===== src/rtl/ppc_pkg.sv =====
`timescale 1ns / 1ps

package ppc_pkg;

    // Capture counter and result widths
    localparam int CNT_W   = 16;
    localparam int COUNT_W = 16;
    localparam int PRE_W   = 10;
    localparam int TICK_W  = 16;

    // Configuration port
    localparam int CFG_IDX_W  = 2;
    localparam int CFG_DATA_W = 16;
    localparam int SEL_W      = 3;

    localparam logic [CFG_IDX_W-1:0] REG_PRESCALE_SELECT = 2'd0;
    localparam logic [CFG_IDX_W-1:0] REG_TIMEOUT_TICKS   = 2'd1;

    // Prescaler selections
    localparam logic [SEL_W-1:0] PRE_DIV1    = 3'd1;
    localparam logic [SEL_W-1:0] PRE_DIV8    = 3'd2;
    localparam logic [SEL_W-1:0] PRE_DIV64   = 3'd3;
    localparam logic [SEL_W-1:0] PRE_DIV256  = 3'd4;
    localparam logic [SEL_W-1:0] PRE_DIV1024 = 3'd5;

    localparam logic [SEL_W-1:0]  PRESCALE_RESET = PRE_DIV64;
    localparam logic [TICK_W-1:0] TIMEOUT_RESET  = 16'd100;

    // Measurement phase codes
    localparam int PHASE_W = 2;
    localparam logic [PHASE_W-1:0] PH_IDLE   = 2'd0;
    localparam logic [PHASE_W-1:0] PH_FIRST  = 2'd1;
    localparam logic [PHASE_W-1:0] PH_SECOND = 2'd2;

    // Terminal prescaler value for a selection; run flags a running counter
    typedef struct packed {
        logic             run;
        logic [PRE_W-1:0] last;
    } pre_cfg_t;

    function automatic pre_cfg_t pre_decode(input logic [SEL_W-1:0] sel);
        pre_cfg_t r;
        r.run  = 1'b1;
        r.last = '0;
        unique case (sel)
            PRE_DIV1:    r.last = 10'd0;
            PRE_DIV8:    r.last = 10'd7;
            PRE_DIV64:   r.last = 10'd63;
            PRE_DIV256:  r.last = 10'd255;
            PRE_DIV1024: r.last = 10'd1023;
            default:     r.run  = 1'b0;
        endcase
        return r;
    endfunction

endpackage


===== src/rtl/ppc_in_if.sv =====
`timescale 1ns / 1ps

interface ppc_in_if;
    logic valid;
    logic ready;
    logic start_req;
    logic measure_period;
    logic pin_level;
    logic timebase_tick;

    modport source (output valid, start_req, measure_period, pin_level, timebase_tick,
                    input ready);
    modport sink   (input valid, start_req, measure_period, pin_level, timebase_tick,
                    output ready);
endinterface


===== src/rtl/ppc_out_if.sv =====
`timescale 1ns / 1ps

interface ppc_out_if;
    logic                        valid;
    logic                        ready;
    logic                        success;
    logic [ppc_pkg::COUNT_W-1:0] count;

    modport source (output valid, success, count, input ready);
    modport sink   (input valid, success, count, output ready);
endinterface


===== src/rtl/ppc_cfg_if.sv =====
`timescale 1ns / 1ps

interface ppc_cfg_if;
    logic                           valid;
    logic                           ready;
    logic [ppc_pkg::CFG_IDX_W-1:0]  index;
    logic [ppc_pkg::CFG_DATA_W-1:0] data;

    modport source (output valid, index, data, input ready);
    modport sink   (input valid, index, data, output ready);
endinterface


===== src/rtl/ppc_timer.sv =====
`timescale 1ns / 1ps

module ppc_timer
(
    input  logic                        clk,
    input  logic                        rst_n,
    input  logic                        step,
    input  logic [ppc_pkg::SEL_W-1:0]   prescale_select,
    output logic [ppc_pkg::CNT_W-1:0]   timer_count
);

    logic [ppc_pkg::PRE_W-1:0] pre_reg;
    logic [ppc_pkg::PRE_W-1:0] pre_next;
    logic [ppc_pkg::CNT_W-1:0] cnt_reg;
    logic [ppc_pkg::CNT_W-1:0] cnt_next;
    ppc_pkg::pre_cfg_t         pre_cfg;

    assign pre_cfg = ppc_pkg::pre_decode(prescale_select);

    // Prescaler wraps at its terminal value; unused selections freeze both
    always_comb
    begin
        pre_next = pre_reg;
        cnt_next = cnt_reg;
        if (step && pre_cfg.run)
        begin
            if (pre_reg >= pre_cfg.last)
            begin
                pre_next = '0;
                cnt_next = cnt_reg + 1'b1;
            end
            else
            begin
                pre_next = pre_reg + 1'b1;
            end
        end
    end

    always_ff @(posedge clk or negedge rst_n)
    begin
        if (!rst_n)
        begin
            pre_reg <= '0;
            cnt_reg <= '0;
        end
        else
        begin
            pre_reg <= pre_next;
            cnt_reg <= cnt_next;
        end
    end

    assign timer_count = cnt_reg;

endmodule


===== src/rtl/pulse_period_capture_core.sv =====
`timescale 1ns / 1ps

// Input capture for a high pulse width or a rising-to-rising period. Each input word is one
// sample of the pin together with a timebase tick and an optional start request; the
// prescaler advances once per processed word, not per clock, and the 16-bit capture counter
// advances once each time the prescaler wraps. Words are taken one per cycle unless the
// input stalls: a word waits in the input register, and its result, if any, is registered
// in the output register. Throughput is set by the output register: input ready follows
// output ready combinationally while a word sits in the input register behind a held
// result, and the input stalls only then, when the sink is not ready.
// At most one result (success and count, or failure with count zero) comes from each word.
// Configuration writes are always taken and should be made with no measurement in flight.
module pulse_period_capture_core
(
    input  logic      clk,
    input  logic      rst_n,
    ppc_in_if.sink    in_ch,
    ppc_out_if.source out_ch,
    ppc_cfg_if.sink   cfg
);

    // Configuration registers
    logic [ppc_pkg::SEL_W-1:0]  sel_reg;
    logic [ppc_pkg::TICK_W-1:0] timeout_reg;

    // Input register
    logic s1_valid_reg;
    logic s1_start_reg;
    logic s1_mode_reg;
    logic s1_pin_reg;
    logic s1_tick_reg;

    // Measurement state
    logic [ppc_pkg::PHASE_W-1:0] phase_reg;
    logic [ppc_pkg::PHASE_W-1:0] phase_next;
    logic                        mode_reg;
    logic                        mode_next;
    logic [ppc_pkg::CNT_W-1:0]   first_reg;
    logic [ppc_pkg::CNT_W-1:0]   first_next;
    logic [ppc_pkg::TICK_W-1:0]  wait_reg;
    logic [ppc_pkg::TICK_W-1:0]  wait_next;
    logic                        last_pin_reg;

    // Output register
    logic                        out_valid_reg;
    logic                        out_valid_next;
    logic                        success_reg;
    logic [ppc_pkg::COUNT_W-1:0] count_reg;

    logic                        advance;
    logic                        in_fire;
    logic                        rising;
    logic                        falling;
    logic                        hit;
    logic [ppc_pkg::TICK_W-1:0]  wait_inc;
    logic                        timed_out;
    logic                        res_valid;
    logic                        res_success;
    logic [ppc_pkg::COUNT_W-1:0] res_count;
    logic [ppc_pkg::CNT_W-1:0]   timer_count;
    logic [ppc_pkg::CNT_W-1:0]   diff;

    // Handshakes
    assign advance      = s1_valid_reg && (!out_valid_reg || out_ch.ready);
    assign in_ch.ready  = !s1_valid_reg || advance;
    assign in_fire      = in_ch.valid && in_ch.ready;
    assign cfg.ready    = 1'b1;

    // Configuration writes
    always_ff @(posedge clk or negedge rst_n)
    begin
        if (!rst_n)
        begin
            sel_reg     <= ppc_pkg::PRESCALE_RESET;
            timeout_reg <= ppc_pkg::TIMEOUT_RESET;
        end
        else if (cfg.valid)
        begin
            unique case (cfg.index)
                ppc_pkg::REG_PRESCALE_SELECT: sel_reg     <= cfg.data[ppc_pkg::SEL_W-1:0];
                ppc_pkg::REG_TIMEOUT_TICKS:   timeout_reg <= cfg.data[ppc_pkg::TICK_W-1:0];
                default: ;
            endcase
        end
    end

    // Input register
    always_ff @(posedge clk or negedge rst_n)
    begin
        if (!rst_n)
            s1_valid_reg <= 1'b0;
        else if (in_ch.ready)
            s1_valid_reg <= in_ch.valid;
    end

    always_ff @(posedge clk)
    begin
        if (in_fire)
        begin
            s1_start_reg <= in_ch.start_req;
            s1_mode_reg  <= in_ch.measure_period;
            s1_pin_reg   <= in_ch.pin_level;
            s1_tick_reg  <= in_ch.timebase_tick;
        end
    end

    // Capture counter, stepped once per processed word
    ppc_timer u_timer
    (
        .clk             (clk),
        .rst_n           (rst_n),
        .step            (advance),
        .prescale_select (sel_reg),
        .timer_count     (timer_count)
    );

    // Edge detect and timeout
    assign rising    = s1_pin_reg && !last_pin_reg;
    assign falling   = !s1_pin_reg && last_pin_reg;
    assign hit       = mode_reg ? rising : falling;
    assign wait_inc  = wait_reg + 1'b1;
    assign timed_out = s1_tick_reg && (wait_inc >= timeout_reg);
    assign diff      = timer_count - first_reg;

    // Phase sequencing; a timeout beats an edge in the same word
    always_comb
    begin
        phase_next  = phase_reg;
        mode_next   = mode_reg;
        first_next  = first_reg;
        wait_next   = wait_reg;
        res_valid   = 1'b0;
        res_success = 1'b0;
        res_count   = '0;
        if (phase_reg == ppc_pkg::PH_FIRST || phase_reg == ppc_pkg::PH_SECOND)
        begin
            if (s1_tick_reg)
                wait_next = wait_inc;
            priority if (timed_out)
            begin
                res_valid  = 1'b1;
                phase_next = ppc_pkg::PH_IDLE;
                wait_next  = '0;
            end
            else if (phase_reg == ppc_pkg::PH_FIRST)
            begin
                if (rising)
                begin
                    first_next = timer_count;
                    wait_next  = '0;
                    phase_next = ppc_pkg::PH_SECOND;
                end
            end
            else if (hit)
            begin
                res_valid   = 1'b1;
                res_success = 1'b1;
                res_count   = ppc_pkg::COUNT_W'(diff);
                phase_next  = ppc_pkg::PH_IDLE;
                wait_next   = '0;
            end
        end
        else
        begin
            phase_next = ppc_pkg::PH_IDLE;
            if (s1_start_reg)
            begin
                mode_next  = s1_mode_reg;
                wait_next  = '0;
                phase_next = ppc_pkg::PH_FIRST;
            end
        end
    end

    always_ff @(posedge clk or negedge rst_n)
    begin
        if (!rst_n)
        begin
            phase_reg    <= ppc_pkg::PH_IDLE;
            mode_reg     <= 1'b0;
            first_reg    <= '0;
            wait_reg     <= '0;
            last_pin_reg <= 1'b0;
        end
        else if (advance)
        begin
            phase_reg    <= phase_next;
            mode_reg     <= mode_next;
            first_reg    <= first_next;
            wait_reg     <= wait_next;
            last_pin_reg <= s1_pin_reg;
        end
    end

    // Output register
    always_comb
    begin
        out_valid_next = out_valid_reg;
        if (advance)
            out_valid_next = res_valid;
        else if (out_ch.ready)
            out_valid_next = 1'b0;
    end

    always_ff @(posedge clk or negedge rst_n)
    begin
        if (!rst_n)
            out_valid_reg <= 1'b0;
        else
            out_valid_reg <= out_valid_next;
    end

    always_ff @(posedge clk)
    begin
        if (advance && res_valid)
        begin
            success_reg <= res_success;
            count_reg   <= res_count;
        end
    end

    assign out_ch.valid   = out_valid_reg;
    assign out_ch.success = success_reg;
    assign out_ch.count   = count_reg;

    // A word taken always lands in the input register
    a_in_capture: assert property (@(posedge clk) disable iff (!rst_n)
        in_fire |=> s1_valid_reg)
        else $error("accepted word lost before processing");

    // Every result ends the measurement
    a_result_idle: assert property (@(posedge clk) disable iff (!rst_n)
        (advance && res_valid) |=> (phase_reg == ppc_pkg::PH_IDLE))
        else $error("measurement still running after a result");

    // Wait counter is clear whenever no measurement runs
    a_idle_wait: assert property (@(posedge clk) disable iff (!rst_n)
        (phase_reg == ppc_pkg::PH_IDLE) |-> (wait_reg == '0))
        else $error("wait counter not cleared in idle");

    // Failure carries a zero count
    a_fail_zero: assert property (@(posedge clk) disable iff (!rst_n)
        (out_valid_reg && !success_reg) |-> (count_reg == '0))
        else $error("timeout result with non-zero count");

endmodule


===== src/flat_wrapper.sv =====
// flat-port wrapper written by rule: the top's interface ports become plain ports
module pulse_period_capture_core_flat 
  (clk, rst_n, in_ch_valid, in_ch_start_req, in_ch_measure_period, in_ch_pin_level, in_ch_timebase_tick, in_ch_ready, out_ch_valid, out_ch_success, out_ch_count, out_ch_ready, cfg_valid, cfg_index, cfg_data, cfg_ready);
  ppc_in_if in_ch_i ();
  ppc_out_if out_ch_i ();
  ppc_cfg_if cfg_i ();
  input  logic clk;
  input  logic rst_n;
  input wire logic [$bits(in_ch_i.valid)-1:0] in_ch_valid;
  input wire logic [$bits(in_ch_i.start_req)-1:0] in_ch_start_req;
  input wire logic [$bits(in_ch_i.measure_period)-1:0] in_ch_measure_period;
  input wire logic [$bits(in_ch_i.pin_level)-1:0] in_ch_pin_level;
  input wire logic [$bits(in_ch_i.timebase_tick)-1:0] in_ch_timebase_tick;
  output wire logic [$bits(in_ch_i.ready)-1:0] in_ch_ready;
  output wire logic [$bits(out_ch_i.valid)-1:0] out_ch_valid;
  output wire logic [$bits(out_ch_i.success)-1:0] out_ch_success;
  output wire logic [$bits(out_ch_i.count)-1:0] out_ch_count;
  input wire logic [$bits(out_ch_i.ready)-1:0] out_ch_ready;
  input wire logic [$bits(cfg_i.valid)-1:0] cfg_valid;
  input wire logic [$bits(cfg_i.index)-1:0] cfg_index;
  input wire logic [$bits(cfg_i.data)-1:0] cfg_data;
  output wire logic [$bits(cfg_i.ready)-1:0] cfg_ready;
  assign in_ch_i.valid = in_ch_valid;
  assign in_ch_i.start_req = in_ch_start_req;
  assign in_ch_i.measure_period = in_ch_measure_period;
  assign in_ch_i.pin_level = in_ch_pin_level;
  assign in_ch_i.timebase_tick = in_ch_timebase_tick;
  assign in_ch_ready = in_ch_i.ready;
  assign out_ch_valid = out_ch_i.valid;
  assign out_ch_success = out_ch_i.success;
  assign out_ch_count = out_ch_i.count;
  assign out_ch_i.ready = out_ch_ready;
  assign cfg_i.valid = cfg_valid;
  assign cfg_i.index = cfg_index;
  assign cfg_i.data = cfg_data;
  assign cfg_ready = cfg_i.ready;
  pulse_period_capture_core u_core (.clk(clk), .rst_n(rst_n), .in_ch(in_ch_i), .out_ch(out_ch_i), .cfg(cfg_i));
endmodule

===== config.mk =====
export PLATFORM = sky130hd
export DESIGN_NAME = pulse_period_capture_core_flat
export DESIGN_NICKNAME = d
export VERILOG_FILES = /design/src/rtl/ppc_pkg.sv /design/src/rtl/ppc_in_if.sv /design/src/rtl/ppc_out_if.sv /design/src/rtl/ppc_cfg_if.sv /design/src/rtl/ppc_timer.sv /design/src/rtl/pulse_period_capture_core.sv /design/src/flat_wrapper.sv
export SDC_FILE = /design/constraint.sdc
export NUM_CORES = 1
export LEC_CHECK = 0
export BUFFER_PORTS_ARGS = -buffer_cell sky130_fd_sc_hd__buf_2
export CAP_MARGIN = 0
export CELL_PAD_IN_SITES_DETAIL_PLACEMENT = 2
export CELL_PAD_IN_SITES_GLOBAL_PLACEMENT = 2
export CORE_MARGIN = 4
export CORE_UTILIZATION = 43
export CTS_CLUSTER_SIZE = 24
export DETAILED_ROUTE_END_ITERATION = 8
export HOLD_SLACK_MARGIN = 0.08
export PLACE_DENSITY_LB_ADDON = 0.1
export SYNTH_ARGS = -nofsm -noshare
export SYNTH_HDL_FRONTEND = slang
export SYNTH_SLANG_ARGS = --single-unit

===== constraint.sdc =====
create_clock -name clk -period 7.85 [get_ports clk]
set_input_delay 0.3925 -clock clk [delete_from_list [all_inputs] [get_ports clk]]
set_output_delay 0.3925 -clock clk [all_outputs]
set_load 0.05 [all_outputs]

; Word-level counts from Yosys, hierarchy flattened
; Cells that the tools add are included.
[classes]
n_addsub = 4
magnitude_cmp = 2
n_eq_ne = 10
n_mux = 23
bitwise = 3
n_reduce_logical = 27
[ops]
columns = op, n
row1 = 2-to-1 mux 16 bit, 7
row2 = one-hot mux 10 bit (4 select lines), 1
row3 = adder 16 x 1 -> 16 bit (second input constant), 2
row4 = greater-or-equal comparator 16 bit, 1
row5 = subtractor 16 bit, 1
row6 = adder 10 x 1 -> 10 bit (second input constant), 1
row7 = greater-or-equal comparator 10 bit, 1
row8 = 2-to-1 mux 10 bit, 1
row9 = 2-to-1 mux 2 bit, 5
row10 = 2-to-1 mux 1 bit, 9
row11 = AND reduction 2 bit, 4
row12 = logical AND 1 bit, 7
row13 = == test 3 x 2 -> 1 bit (second input constant), 2
row14 = == test 3 bit (second input constant), 2
row15 = AND reduction 3 bit, 2
row16 = AND reduction 5 bit, 1
row17 = OR reduction 5 bit, 1
row18 = == test 2 x 1 -> 1 bit (second input constant), 2
row19 = logical NOT 1 bit, 4
row20 = inequality test 4 x 1 -> 1 bit (second input constant), 1
row21 = inequality test 4 x 2 -> 1 bit (second input constant), 1
row22 = nonzero test 2 bit, 2
row23 = OR reduction 4 bit, 1
row24 = == test 3 x 1 -> 1 bit (second input constant), 1
row25 = other kinds (5), 9
[word_totals]
ff_bits = 104
input_bits = 27
output_inout_bits = 20
wordCells = 86

; Logic depth before layout (Yosys ltp)
[depth]
word_depth = 8
mapped_depth = 14
depth_no_buf = 12

; By module
; From an unflattened synthesis, not the netlist that was laid out.
[hier_totals]
hier_cells = 626
hier_area_um2 = 6287.3
[by_module_without_submodules]
columns = module, n_inst, cells_per_inst, area_per_inst_um2, seq_area_each_um2
row1 = pulse_period_capture_core, 1, 453, 4655.7, 2063.2
row2 = ppc_timer, 1, 173, 1631.6, 650.6

; Worst setup path after synthesis
; No wires, ideal clock.
[synth_timing]
path_kind = register -> register
startpoint = reg u_core.wait_reg[0] (netlist bit)
endpoint = reg u_core.count_reg, in the netlist u_core.out_ch.count[0] (enable)
setup_time_ns = 0.413
arrival_ns = 3.668
t_required_ns = 7.437
slack_ns = 3.769
stages_incl_launch_ff = 14
path_buffers = 1
synth_period_minus_slack_ns = 4.081
cell_sequence = dfrtp_1 -> ha_1 -> nand2_1 -> nor3_1 -> and3_1 -> xor2_1 -> ha_1 -> a21oi_1 -> o21ai_0 -> a21o_1 -> a21o_1 -> buf_2 -> a21boi_0 -> nor3_1
[synth_via]
elab_chain_cells = 6
[synth_rtl]
columns = element, line_no
row1 = from (decl), pulse_period_capture_core.sv:40  ; logic [ppc_pkg::TICK_W-1:0] wait_reg;
row2 = from (signal assigned), pulse_period_capture_core.sv:190  ; wait_reg <= wait_next;
row3 = adder 16 x 1 -> 16 bit, pulse_period_capture_core.sv:121  ; assign wait_inc = wait_reg + 1'b1;
row4 = greater-or-equal comparator 16 bit, pulse_period_capture_core.sv:122  ; assign timed_out = s1_tick_reg && (wait_inc >= timeout_reg);
row5 = logical AND 1 bit, pulse_period_capture_core.sv:122
row6 = 2-to-1 mux 1 bit, pulse_period_capture_core.sv:139  ; priority if (timed_out)
row7 = 2-to-1 mux 1 bit, pulse_period_capture_core.sv:135  ; if (phase_reg == ppc_pkg::PH_FIRST || phase_reg == ppc_pkg::PH_SECOND)
row8 = logical AND 1 bit, pulse_period_capture_core.sv:215  ; if (advance && res_valid)
row9 = to (signal assigned), pulse_period_capture_core.sv:218  ; count_reg <= res_count;
row10 = to (decl), pulse_period_capture_core.sv:48  ; logic [ppc_pkg::COUNT_W-1:0] count_reg;
; Every way passes these cells.
; A chain may end at the register's enable or synchronous reset.

; Final worst setup path
[layout_timing]
startpoint = reg u_core.wait_reg[0] (netlist bit)
endpoint = reg u_core.count_reg, in the netlist u_core.out_ch.count[14] (enable)
; Same word-level chain as after synthesis.

==> PnR_summary.wiki <==
{| class="wikitable"
! Metric !! Value
|-
| Total number of vias || 4827
|-
| Global-route wire length before repair || 28.6 mm
|-
| Worst-case reg-to-reg path depth || 13
|-
| Critical register-to-register path endpoint || u_core.out_ch.count[14]$_SDFFCE_PP0P_
|-
| Starting Density || 44.2%
|-
| Site row count || 43
|-
| Dominant combinational cell family by area after synthesis || compound AO/OA/AOI/OAI gates
|-
| Flop2flop setup slack || 3660 ps
|-
| Maximum clock frequency || 238 MHz
|-
| Final WL || 17.0 mm
|-
| Setup repair after global routing missed its margin || no
|-
| Setup slack after layout || 3660 ps
|-
| Worst path depth || 13
|-
| Area Overhead vs Synth || 11.6%
|-
| Total design power || 0.00192 W
|-
| CTS sink count || 104
|-
| Clock-pin slew on the worst setup and hold paths || 70 ps
|-
| Highest ir drop seen on vdd || 0.143 mV
|-
| Req. time, crit path || 7890 ps
|-
| Primary FF master, synth || dfrtp_1
|-
| Worst Hold Endpoint || u_core.s1_pin_reg$_DFFE_PP_
|-
| Area enclosed by the die boundary || 16400 um^2
|-
| Fraction of the mapped netlist area in compound gates || 15.0%
|-
| Commonest non-fill, non-tap cells in the layout || dfrtp_1, inv_1, ha_1
|-
| Post-synth EDFFs || 21
|-
| Count of TritonRoute iterations in the first routing pass || 6
|-
| Category of the critical setup timing path || reg2reg
|-
| Crit path buffers/inverters || 1
|-
| TritonCTS buffer count || 9
|-
| Seq cells post-synth || 104
|-
| Core Footprint || 14000 um^2
|-
| Count of distinct cell types in the synthesized netlist || 60
|-
| Warnings from Yosys || 0
|-
| Nets in the synthesized netlist || 672
|-
| Tightest Pin Transition || 953 ps
|-
| Setup TNS || 0 ps
|-
| Adder and majority cell fraction of the synthesized area || 9.63%
|-
| Pre-CTS setup slack || 3860 ps
|-
| Share of the clock period used by the worst path after layout || 53.4%
|-
| Headroom to the max-slew limit || 36.3%
|-
| Source of the worst hold timing path || in_ch_pin_level
|-
| Final RePlAce weighted congestion || 0.786
|-
| Routed length per placed instance || 20.5 um
|-
| Endpoints failing hold || 0
|-
| R2R Path Start || u_core.wait_reg[0]$_DFFE_PN0P_
|-
| Routed Antenna Nets || 0
|-
| Post-synthesis mux area share || 7.42%
|-
| Standby leakage power || 3.22 nW
|-
| HPWL after detailed placement || 12.4 mm
|-
| Mean area per synthesized cell || 10.3 um^2
|-
| Crit-path leading delay family || compound AO/OA/AOI/OAI gates
|-
| Clock Skew || 10.1 ps
|-
| Number of buffers added on ports || 45
|-
| DR iter-0 viols || 178
|-
| MaxCap Viol Count || 0
|-
| Root Driver || clkbuf_16
|-
| Width of the chip || 128 um
|-
| Remaining global-route overflow || 0
|-
| TritonCTS clock tree || built
|-
| Antenna cells || 0
|-
| Top Ports || 47
|-
| Hold Path Cell Cnt || 1
|-
| Global-route usage over all layers || 21.8%
|-
| Setup-failing EPs final || 0
|-
| Cell Chain, Critical Path || ha_1 > nand2_1 > nor3_1 > nand3_1 > xnor2_1 > ha_1 > nand2_1 > o21ai_0 > a21o_1 > a21o_1 > a21boi_0 > nor3_2 > buf_4
|-
| Sequential share of the synthesized area || 43.9%
|-
| Xor-xnor portion of the synthesized cell area || 4.67%
|-
| Async set or reset register ratio after synthesis || 79.8%
|-
| Post-synthesis share of cell area spent on and, or, nand and nor gates || 15.0%
|-
| Result of the run || finished, final reports clean
|-
| Via count of the first global-routing pass || 5477
|-
| Initial antenna violation count || 0
|-
| Crit Path Max Fanout || 17
|-
| Largest net degree at the start of global routing || 49
|-
| CP arrival || 4230 ps
|-
| Latest clock arrival within the worst-skew pair || 360 ps
|-
| PD cells || 278 nW/um^2
|-
| Number of design rule violations left after detail routing || 0
|-
| Final number of max-transition violations || 0
|-
| Number of buffers on the longest clock path || 2
|-
| Delay of the slowest cell on the worst path || 470 ps
|-
| Cell Area, Synth || 6190 um^2
|-
| Most common cell after layout, fill and taps aside || dfrtp_1
|-
| Vert. Die Dim || 128 um
|-
| NumNets Final || 720
|-
| Post-Syn Instances || 598
|-
| Crit path capture type || flop
|-
| Path category of the worst min-delay check || in2reg
|-
| H-tree levels || 3
|-
| Cell at the slowest stage of the critical path || nor3_1
|-
| Post-detailed-route via-to-cell ratio || 5.81
|-
| Share of final-layout standard cells stronger than drive strength 1 || 17.8%
|-
| Crit path time final || 4190 ps
|-
| Kind of start point of the critical path || flop
|}
-- logic make-up (layout without fill, tap and decap cells) --
group / after synthesis / in the layout
muxes: 38 / 38
AOI/OAI and AO/OA: 139 / 139
xor gates and xnor gates: 33 / 33
and+or+nand+nor: 173 / 173
adders and majority gates: 47 / 47
other: 1 / 1
buffers and inverters: 63 / 116
DFF: 104 / 104
-- worst max path at each step --
stage,startpoint,end,slack (ps)
floorplan,u_core.wait_reg[0]$_DFFE_PN0P_,u_core.out_ch.count[0]$_SDFFCE_PP0P_,3770
global placement,u_core.wait_reg[0]$_DFFE_PN0P_,u_core.out_ch.count[13]$_SDFFCE_PP0P_,4070
detailed placement,u_core.wait_reg[0]$_DFFE_PN0P_,u_core.first_reg[6]$_DFFE_PN0P_,3860
CTS,u_core.wait_reg[0]$_DFFE_PN0P_,u_core.out_ch.count[14]$_SDFFCE_PP0P_,3670
global route,u_core.wait_reg[0]$_DFFE_PN0P_,u_core.out_ch.count[14]$_SDFFCE_PP0P_,3440
finish,u_core.wait_reg[0]$_DFFE_PN0P_,u_core.out_ch.count[14]$_SDFFCE_PP0P_,3660
-- through the flow --
step	hold WS [ps]	cells	cell area, um^2	utilization [%]
floorplan	96.9	598	6190	-
global placement	385	814	6590	47.1
detailed placement	392	814	6590	47.1
CTS	198	831	6900	49.4
global route	197	831	6900	49.4
finish	207	831	6900	49.4
-- area by class of cell --
| cell class | instances | area (um^2) |
|---|---|---|
| clock buffer | 9 | 225 |
| clock inverter | 7 | 78.8 |
| fill | 1488 | 7080 |
| inverter | 50 | 188 |
| multi-input combinational | 431 | 3210 |
| sequential | 104 | 2710 |
| tap | 180 | 225 |
| timing repair buffer | 50 | 268 |
-- power breakdown --
part           switching, W  internal (W)
clock network      0.000217      0.000251
registers         0.0000746      0.000637
logic              0.000444      0.000293
total              0.000736       0.00118
-- cells in the mapped netlist (all sizes together) (2+ instances only) --
cell type	number	share of area, %
nand2b	7	0.71
or3	8	0.81
ha	46	9.3
mux2i	2	0.32
dfstp	5	2.1
nor2b	10	1.0
a32o	5	0.81
a2111oi	2	0.38
xnor2	25	3.5
or2	3	0.30
o2111ai	3	0.42
xor2	8	1.1
nor3b	6	0.73
mux2	36	7.1
nand3b	5	0.61
inv	50	3.0
nand3	22	1.9
o21a	4	0.49
a21boi	2	0.24
nand4	16	1.6
edfxtp	21	10
o211ai	2	0.24
a21oi	25	2.0
a22o	4	0.57
a211oi	11	1.3
dfrtp	78	32
a21o	21	2.5
nand2	39	2.4
and2	5	0.51
and4	2	0.28
nor3	6	0.49
and3	12	1.2
nor2	25	1.6
or4	4	0.49
buf	9	1.1
o21ai	42	3.5
o31ai	2	0.24
clkbuf	4	0.24
a211o	3	0.42
a31oi	7	0.71
-- worst register-to-register path, stage by stage, from the launching register on --
cell      delay (ps)
dfrtp_1          440
ha_1             270
nand2_1          170
nor3_1           470
nand3_1          190
xnor2_1          190
ha_1             290
nand2_1           80
o21ai_0          380
a21o_1           200
a21o_1           440
a21boi_0         290
nor3_2           180
buf_4            280
-- timing repair --
action,4_1_cts,5_1_grt
setup buffers,0,0
resized for setup,0,0
endpoints found under the setup margin,0,0
hold buffers,1,0
hold endpoints to repair,30,0
-- routing by layer --
layer	routed length, um	track usage [%]
met1	7380	26.3
met5	0	0
met4	171	5.06
met2	8960	40.0
met3	531	4.38
Note: power is estimated with default switching activity, not from simulation.
